### src/rtl/mks_pkg.sv
// Shared types, constants and the key character table of the keypad scanner.
package mks_pkg;

   localparam int unsigned COL_WIDTH      = 4;
   localparam int unsigned ROW_WIDTH      = 4;
   localparam int unsigned KEY_WIDTH      = 7;
   localparam int unsigned PAGE_WIDTH     = 2;
   localparam int unsigned COUNT_WIDTH    = 16;
   localparam int unsigned BASE_WIDTH     = 4;
   localparam int unsigned SCAN_WIDTH     = 2;
   localparam int unsigned PHASE_WIDTH    = 3;
   localparam int unsigned DEF_NUM_PAGES  = 3;
   localparam int unsigned ROWS_PER_PAGE  = 4;

   localparam logic [COUNT_WIDTH-1:0] DEBOUNCE_RESET = 16'd20;
   localparam logic [COL_WIDTH-1:0]   COLS_IDLE      = 4'hF;
   localparam logic [COL_WIDTH-1:0]   COL_ONE_LOW    = 4'hE;
   localparam logic [COL_WIDTH-1:0]   COL_TWO_LOW    = 4'hD;
   localparam logic [COL_WIDTH-1:0]   COL_THREE_LOW  = 4'hB;
   localparam logic [COL_WIDTH-1:0]   COL_FOUR_LOW   = 4'h7;
   localparam logic [KEY_WIDTH-1:0]   HASH_KEY       = 7'h23;

   localparam logic [PHASE_WIDTH-1:0] PH_RELEASE  = 3'd0;
   localparam logic [PHASE_WIDTH-1:0] PH_PRESS    = 3'd1;
   localparam logic [PHASE_WIDTH-1:0] PH_DEBOUNCE = 3'd2;
   localparam logic [PHASE_WIDTH-1:0] PH_SCAN     = 3'd3;

   typedef struct packed {
      logic [ROW_WIDTH-1:0]  row_drive;
      logic                  key_valid;
      logic [KEY_WIDTH-1:0]  key_code;
      logic [PAGE_WIDTH-1:0] page_now;
   } result_type;

   // Character at one table row and column; the fourth page repeats the first.
   function automatic logic [KEY_WIDTH-1:0] key_lookup(input logic [BASE_WIDTH-1:0] row,
                                                       input logic [1:0] col);
      logic [7:0] ch;
      ch = 8'h00;
      unique case (row[1:0])
         2'd0: begin
            unique case ({row[3:2], col})
               4'h0: ch = "0"; 4'h1: ch = "1"; 4'h2: ch = "2"; 4'h3: ch = "3";
               4'h4: ch = "a"; 4'h5: ch = "b"; 4'h6: ch = "c"; 4'h7: ch = "d";
               4'h8: ch = "o"; 4'h9: ch = "p"; 4'hA: ch = "q"; 4'hB: ch = "r";
               default: begin
                  unique case (col)
                     2'd0: ch = "0"; 2'd1: ch = "1"; 2'd2: ch = "2"; default: ch = "3";
                  endcase
               end
            endcase
         end
         2'd1: begin
            unique case ({row[3:2], col})
               4'h0: ch = "4"; 4'h1: ch = "5"; 4'h2: ch = "6"; 4'h3: ch = "7";
               4'h4: ch = "e"; 4'h5: ch = "f"; 4'h6: ch = "g"; 4'h7: ch = "h";
               4'h8: ch = "s"; 4'h9: ch = "t"; 4'hA: ch = "u"; 4'hB: ch = "v";
               default: begin
                  unique case (col)
                     2'd0: ch = "4"; 2'd1: ch = "5"; 2'd2: ch = "6"; default: ch = "7";
                  endcase
               end
            endcase
         end
         2'd2: begin
            unique case ({row[3:2], col})
               4'h0: ch = "8"; 4'h1: ch = "9"; 4'h2: ch = "="; 4'h3: ch = "~";
               4'h4: ch = "i"; 4'h5: ch = "j"; 4'h6: ch = "="; 4'h7: ch = "k";
               4'h8: ch = "w"; 4'h9: ch = "x"; 4'hA: ch = "="; 4'hB: ch = "y";
               default: begin
                  unique case (col)
                     2'd0: ch = "8"; 2'd1: ch = "9"; 2'd2: ch = "="; default: ch = "~";
                  endcase
               end
            endcase
         end
         default: begin
            unique case ({row[3:2], col})
               4'h0: ch = "%"; 4'h1: ch = "&"; 4'h2: ch = "@"; 4'h3: ch = "#";
               4'h4: ch = "l"; 4'h5: ch = "m"; 4'h6: ch = "n"; 4'h7: ch = "#";
               4'h8: ch = "z"; 4'h9: ch = ";"; 4'hA: ch = ":"; 4'hB: ch = "#";
               default: begin
                  unique case (col)
                     2'd0: ch = "%"; 2'd1: ch = "&"; 2'd2: ch = "@"; default: ch = "#";
                  endcase
               end
            endcase
         end
      endcase
      return ch[KEY_WIDTH-1:0];
   endfunction

endpackage

### src/rtl/mks_core.sv
// Scan state machine: one column sample per enabled cycle, producing one result word.
module mks_core #(
   parameter int unsigned NUM_PAGES = mks_pkg::DEF_NUM_PAGES
) (
   input  logic                                 clock,
   input  logic                                 reset,
   input  logic                                 cfg_write,
   input  logic [mks_pkg::COUNT_WIDTH-1:0]      cfg_data,
   input  logic                                 step_enable,
   input  logic [mks_pkg::COL_WIDTH-1:0]        col_sense,
   output mks_pkg::result_type                  result
);
   import mks_pkg::*;

   localparam int unsigned PAGE_LIMIT = ROWS_PER_PAGE * NUM_PAGES;
   localparam int unsigned SUM_WIDTH  = BASE_WIDTH + 1;
   localparam logic [SUM_WIDTH-1:0] PAGE_LIMIT_V = SUM_WIDTH'(PAGE_LIMIT);
   localparam logic [SUM_WIDTH-1:0] PAGE_STEP_V  = SUM_WIDTH'(ROWS_PER_PAGE);

   logic [COUNT_WIDTH-1:0] debounce_ff, debounce_in;
   logic [PHASE_WIDTH-1:0] phase_ff, phase_in;
   logic [SCAN_WIDTH-1:0]  scan_row_ff, scan_row_in;
   logic [COUNT_WIDTH-1:0] wait_count_ff, wait_count_in;
   logic [BASE_WIDTH-1:0]  page_base_ff, page_base_in;
   logic [KEY_WIDTH-1:0]   last_key_ff, last_key_in;

   logic [COUNT_WIDTH-1:0] limit;
   logic [COUNT_WIDTH-1:0] count_next;
   logic                   cols_idle;
   logic                   col_hit;
   logic [1:0]             col_index;
   logic [BASE_WIDTH-1:0]  table_row;
   logic [SUM_WIDTH-1:0]   page_sum;
   logic                   key_valid;

   assign limit      = (debounce_ff == '0) ? COUNT_WIDTH'(1) : debounce_ff;
   assign count_next = wait_count_ff + COUNT_WIDTH'(1);
   assign cols_idle  = (col_sense == COLS_IDLE);
   assign table_row  = page_base_ff + BASE_WIDTH'(scan_row_ff);

   always_comb begin
      col_hit   = 1'b1;
      col_index = 2'd0;
      unique case (col_sense)
         COL_ONE_LOW:   col_index = 2'd0;
         COL_TWO_LOW:   col_index = 2'd1;
         COL_THREE_LOW: col_index = 2'd2;
         COL_FOUR_LOW:  col_index = 2'd3;
         default:       col_hit   = 1'b0;
      endcase
   end

   always_comb begin
      phase_in      = phase_ff;
      scan_row_in   = scan_row_ff;
      wait_count_in = wait_count_ff;
      page_base_in  = page_base_ff;
      last_key_in   = last_key_ff;
      key_valid     = 1'b0;
      page_sum      = '0;
      unique case (phase_ff)
         PH_PRESS: begin
            if (!cols_idle) begin
               phase_in      = PH_DEBOUNCE;
               wait_count_in = '0;
            end
         end
         PH_DEBOUNCE: begin
            wait_count_in = count_next;
            // A wrapped count also ends the wait.
            if (count_next >= limit || count_next == '0) begin
               wait_count_in = '0;
               if (!cols_idle) begin
                  phase_in    = PH_SCAN;
                  scan_row_in = '0;
               end else begin
                  phase_in = PH_PRESS;
               end
            end
         end
         PH_SCAN: begin
            if (!cols_idle) begin
               if (col_hit) begin
                  last_key_in = key_lookup(table_row, col_index);
                  key_valid   = 1'b1;
               end
               // The test uses the kept key too, so a retained hash pages again.
               if (last_key_in == HASH_KEY) begin
                  page_sum = SUM_WIDTH'(page_base_ff) + PAGE_STEP_V;
                  page_base_in = (page_sum >= PAGE_LIMIT_V) ? '0
                                                            : page_sum[BASE_WIDTH-1:0];
               end
               phase_in = PH_RELEASE;
            end else begin
               scan_row_in = scan_row_ff + SCAN_WIDTH'(1);
            end
         end
         default: begin
            phase_in = cols_idle ? PH_PRESS : PH_RELEASE;
         end
      endcase
   end

   assign debounce_in = cfg_write ? cfg_data : debounce_ff;

   always_ff @(posedge clock) begin
      if (reset) begin
         debounce_ff   <= DEBOUNCE_RESET;
         phase_ff      <= PH_RELEASE;
         scan_row_ff   <= '0;
         wait_count_ff <= '0;
         page_base_ff  <= '0;
         last_key_ff   <= '0;
      end else begin
         debounce_ff <= debounce_in;
         if (step_enable) begin
            phase_ff      <= phase_in;
            scan_row_ff   <= scan_row_in;
            wait_count_ff <= wait_count_in;
            page_base_ff  <= page_base_in;
            last_key_ff   <= last_key_in;
         end
      end
   end

   always_comb begin
      result.row_drive = '0;
      if (phase_in == PH_SCAN) begin
         result.row_drive = ~(ROW_WIDTH'(1) << scan_row_in);
      end
      result.key_valid = key_valid;
      result.key_code  = last_key_in;
      result.page_now  = page_base_in[BASE_WIDTH-1:2];
   end

endmodule

### src/rtl/mks_out_queue.sv
// Two-word result queue: an output register with a skid entry behind it.
module mks_out_queue (
   input  logic                clock,
   input  logic                reset,
   input  logic                push,
   input  mks_pkg::result_type push_data,
   output logic                full,
   output logic                out_valid,
   input  logic                out_stall,
   output mks_pkg::result_type out_data
);
   import mks_pkg::*;

   logic [1:0] count_ff, count_in;
   result_type head_ff, head_in;
   result_type tail_ff, tail_in;
   logic       pop;

   assign pop       = (count_ff != 2'd0) && !out_stall;
   assign full      = (count_ff == 2'd2);
   assign out_valid = (count_ff != 2'd0);
   assign out_data  = head_ff;

   always_comb begin
      head_in  = head_ff;
      tail_in  = tail_ff;
      count_in = count_ff;
      priority if (push && pop) begin
         if (count_ff == 2'd1) begin
            head_in = push_data;
         end else begin
            head_in = tail_ff;
            tail_in = push_data;
         end
      end else if (push) begin
         if (count_ff == 2'd0) begin
            head_in = push_data;
         end else begin
            tail_in = push_data;
         end
         count_in = count_ff + 2'd1;
      end else if (pop) begin
         head_in  = tail_ff;
         count_in = count_ff - 2'd1;
      end else begin
         count_in = count_ff;
      end
   end

   always_ff @(posedge clock) begin
      if (reset) begin
         count_ff <= 2'd0;
      end else begin
         count_ff <= count_in;
      end
      head_ff <= head_in;
      tail_ff <= tail_in;
   end

endmodule

### src/rtl/matrix_keypad_scanner_top.sv
// Top level of the debounced 4x4 matrix keypad scanner.
// Each accepted request word carries one column sample and yields exactly one response
// word with the row drive, key flag, key code and page index. The sample is registered
// in the input register, the scan state machine then decides on it combinationally, and
// the response word enters a two-entry output queue, so one word per cycle flows through
// while the response side does not stall. The debounce register is written through the
// csr port, which is always ready; write it only while no words are in flight.
module matrix_keypad_scanner_top #(
   parameter int unsigned NUM_PAGES = mks_pkg::DEF_NUM_PAGES
) (
   input  logic                              clock,
   input  logic                              reset,
   input  logic                              req_valid,
   output logic                              req_stall,
   input  logic [mks_pkg::COL_WIDTH-1:0]     req_col_sense,
   output logic                              rsp_valid,
   input  logic                              rsp_stall,
   output logic [mks_pkg::ROW_WIDTH-1:0]     rsp_row_drive,
   output logic                              rsp_key_valid,
   output logic [mks_pkg::KEY_WIDTH-1:0]     rsp_key_code,
   output logic [mks_pkg::PAGE_WIDTH-1:0]    rsp_page_now,
   input  logic                              csr_valid,
   output logic                              csr_ready,
   input  logic [mks_pkg::COUNT_WIDTH-1:0]   csr_debounce_ticks
);
   import mks_pkg::*;

   logic                 in_valid_ff, in_valid_in;
   logic [COL_WIDTH-1:0] in_cols_ff, in_cols_in;
   logic                 accept;
   logic                 advance;
   logic                 queue_full;
   result_type           step_result;
   result_type           rsp_data;

   assign csr_ready = 1'b1;
   assign advance   = in_valid_ff && !queue_full;
   assign req_stall = in_valid_ff && queue_full;
   assign accept    = req_valid && !req_stall;

   assign in_valid_in = accept ? 1'b1 : (advance ? 1'b0 : in_valid_ff);
   assign in_cols_in  = accept ? req_col_sense : in_cols_ff;

   always_ff @(posedge clock) begin
      if (reset) begin
         in_valid_ff <= 1'b0;
      end else begin
         in_valid_ff <= in_valid_in;
      end
      in_cols_ff <= in_cols_in;
   end

   mks_core #(
      .NUM_PAGES (NUM_PAGES)
   ) u_core (
      .clock       (clock),
      .reset       (reset),
      .cfg_write   (csr_valid && csr_ready),
      .cfg_data    (csr_debounce_ticks),
      .step_enable (advance),
      .col_sense   (in_cols_ff),
      .result      (step_result)
   );

   mks_out_queue u_out_queue (
      .clock     (clock),
      .reset     (reset),
      .push      (advance),
      .push_data (step_result),
      .full      (queue_full),
      .out_valid (rsp_valid),
      .out_stall (rsp_stall),
      .out_data  (rsp_data)
   );

   assign rsp_row_drive = rsp_data.row_drive;
   assign rsp_key_valid = rsp_data.key_valid;
   assign rsp_key_code  = rsp_data.key_code;
   assign rsp_page_now  = rsp_data.page_now;

endmodule
### config.mk
export PLATFORM = sky130hd
export DESIGN_NAME = matrix_keypad_scanner_top
export DESIGN_NICKNAME = d
export VERILOG_FILES = /design/src/rtl/mks_pkg.sv /design/src/rtl/mks_core.sv /design/src/rtl/mks_out_queue.sv /design/src/rtl/matrix_keypad_scanner_top.sv
export SDC_FILE = /design/constraint.sdc
export NUM_CORES = 1
export LEC_CHECK = 0
export CAP_MARGIN = 20
export CORE_ASPECT_RATIO = 0.9
export CORE_MARGIN = 3
export CORE_UTILIZATION = 55
export DETAILED_ROUTE_END_ITERATION = 12
export DONT_BUFFER_PORTS = 1
export PLACE_DENSITY_LB_ADDON = 0.15
export SYNTH_ARGS = -nofsm -noshare
export SYNTH_HDL_FRONTEND = slang
export SYNTH_SLANG_ARGS = --single-unit
### constraint.sdc
create_clock -name clock -period 5.55 [get_ports clock]
set_input_delay 0.2775 -clock clock [delete_from_list [all_inputs] [get_ports clock]]
set_output_delay 0.2775 -clock clock [all_outputs]
set_load 0.02 [all_outputs]
==> results.cfg <==
[worst_setup_path]
arrival_ps = 4720
start_kind = flop
startpoint = u_core.wait_count_ff[0]
rr_startpoint = u_core.wait_count_ff[0]
cp.required_ps = 5670
end_kind = flop
cp_max_fo = 9
crit_type = reg -> reg

[synth]
synth_cell_type_count = 79
mappedNetlistArea_um2 = 5458
synth.area.top_cells = dfxtp_1 19%, edfxtp_1 18%, ha_1 6.9%
synth-async-reset-ratio_pct = 0
yosysMostFrequentCell = nor2_1
synth_fp_nets = 687
ys_seq_area_share_pct = 36.31
yosysWarningCount = 0
postSynthAreaPerCell_um2 = 8.649
synthTopCellsByCount = 77 x nor2_1, 68 x nand2_1, 51 x dfxtp_1
synth-seq-cells = 83
synth_edf_count = 32
postSynthCellCount = 631
post-synth-top-area-cell = dfxtp_1
yosys.area.top_type_share_pct = 18.71
synth_top_flop_cell = dfxtp_1

[timing]
fin_crit_sh_pct = 82.88
min_period_ps = 4600
finalSetupViolations = 0
drv_slew = 0
whs_ps = 31.39
slew_headroom_pct = 44.11
worstMarginPinSlew_ps = 815.0
setup-tns-final_ps = 0
setup_ws_ps = 950.2
skew_ps = 17.10
fmax_mhz = 217.4
rsz0062_at_grt = no
finalHoldViolCount = 0

[place]
post-place-ws_ps = 998.4
post-dp-hpwl_mm = 9.303
gp_congestion = 0.9181
port_buffers = 0

[floorplanning]
ios = 42
fp-row-count = 33
start_util_pct = 58.23
die_h_um = 100.5
core_um2 = 9373
fp.dieW_um = 111.0
dieArea_um2 = 11160

[clocking]
htreeDepth = 3
cts.sinks = 83
cts.clk_slew.worst_paths_ps = 100
clock_latency_ps = 360
clockRootBuffer = clkbuf_8
cts_tree = built
ctsResizeCount = 0
cts_max_path_buffers = 2
cts_made_buffers = 9
post-cts-setup-buffers = 0

[status]
outcome = finished clean

[global_route]
grt_max_degree = 44
grt_pass1_wl_mm = 21.47
grt-ovfl-total = 0
track_usage_pct = 23.55
grt_pass1_vias = 4190
antenna_found_initial = 0

[layout]
drive_above_1_share_pct = 7.131
area_growth_pct = 4.768
utilization_pct = 61.01
antenna_cells = 0
nets = 668

[route]
via_per_inst = 6.238
vias = 4610
first_pass_iters = 6
detail-route-antenna-nets = 0
drc = 0
dr.first_iter.drc_count = 449
drt-total-wl_mm = 12.90
post_drt_wl_per_cell_um = 17.46

[pwr]
intPower_mw = 0.9861
seqPwrFrac_pct = 53.2
power_switching_mw = 0.4970
p_leak_nw = 2.235
vdd_drop_max_v = 0.0001974
p_clk_share_pct = 29.2
finalPower_mw = 1.483
swShare_pct = 33.51
p_per_area_nw_per_um2 = 259.4
combPwrFrac_pct = 17.6

[flow_run]
cap_violations = 0

[hold_path]
worstHoldStart = csr_valid
hp-class = in -> reg
## power by group through the flow
stage                     Combinational (mW)  Sequential (mW)  Clock (mW)
after floorplan                        0.202            0.793           0
after global placement                 0.243            0.802           0
after global routing                   0.293            0.796       0.474
after detailed placement               0.249            0.805           0
final                                  0.261            0.789       0.433
after CTS                              0.257            0.791       0.441
## path summary, 6_finish.rpt
kind	end	depth (start not counted)	slack, ps
worst max-delay path	u_out_queue.out_data[12]	15	950
worst min-delay path	u_core.debounce_ff[4]	1	30
worst max register to register	u_out_queue.out_data[12]	15	950
worst min register to register	u_core.page_base_ff[0]	1	470
## layer usage
| metal | global-route usage [%] | vias up | wire length, um |
|---|---|---|---|
| met5 | 0 | - | 0 |
| met4 | 5.398 | 0 | 99 |
| met3 | 4.862 | 7 | 837 |
| met2 | 34.93 | 168 | 5619 |
| met1 | 35.35 | 2157 | 6345 |
| li1 | - | 2278 | - |
## worst max-delay path: stages, from the launching register on
cell and delay, ps:
dfxtp_1 490, ha_1 390, nand3_1 200, nor2_1 320, nand2_1 150, xnor2_1 180, ha_1 210, a21o_1 170
a21oi_1 130, nor2b_1 50, a2111oi_0 450, o21ai_0 310, or2_1 410, a311oi_1 450, a31oi_1 170, mux2_2 280
## registers in the layout, indices dropped and copies added (netlist names), 3 cells and up
name / cells
in_cols_ff: 4
u_core.last_key_ff: 7
u_core.debounce_ff: 16
u_out_queue.out_data: 14
u_core.page_base_ff: 4
u_core.wait_count_ff: 16
u_core.phase_ff: 3
u_out_queue.tail_ff: 14
## cell usage in the layout (no fill, tap or decap), types with 7 or more instances in the layout
cell,Yosys,routed
nor2_1,77,77
nand2_1,68,68
dfxtp_1,51,51
edfxtp_1,32,32
inv_1,30,30
ha_1,30,30
a21oi_1,29,29
mux2i_1,22,22
o21ai_0,18,18
nor3_1,17,17
xnor2_1,15,15
a31oi_1,14,14
nand3_1,13,13
xor2_1,11,11
a22oi_1,11,11
nor4_1,10,10
clkbuf_8,0,9
nand2b_1,8,8
a21o_1,7,7
mux2_2,7,7
## final cells by class
| class | instances | area (um2) |
|---|---|---|
| multi-input combinational | 476 | 3182 |
| timing repair buffer | 8 | 82.58 |
| clock inverter | 7 | 67.56 |
| sequential | 83 | 1982 |
| clock buffer | 9 | 123.9 |
| fill | 820 | 3655 |
| tap | 122 | 152.6 |
| inverter | 34 | 127.6 |
## what timing repair did
action                                  CTS  global route
endpoints found under the hold margin    43             4
endpoints found under the setup margin    0             0
hold buffers                              1             4
## logic make-up after synthesis
kind of cell / synth area share (%)
other cells: 0.06871
simple gates: 20.79
mux: 5.754
fa+ha+maj: 7.244
compound gates: 19.97
flops: 36.31
xor+xnor: 4.471
buf+inv: 5.387
## metrics by stage
stage / instance area (um2) / std cells
floorplan: 5458 / 631
global placement: 5466 / 718
detailed placement: 5466 / 718
CTS: 5678 / 735
global route: 5718 / 739
finish: 5718 / 739
No activity file was read; power rests on OpenSTA's default activity.
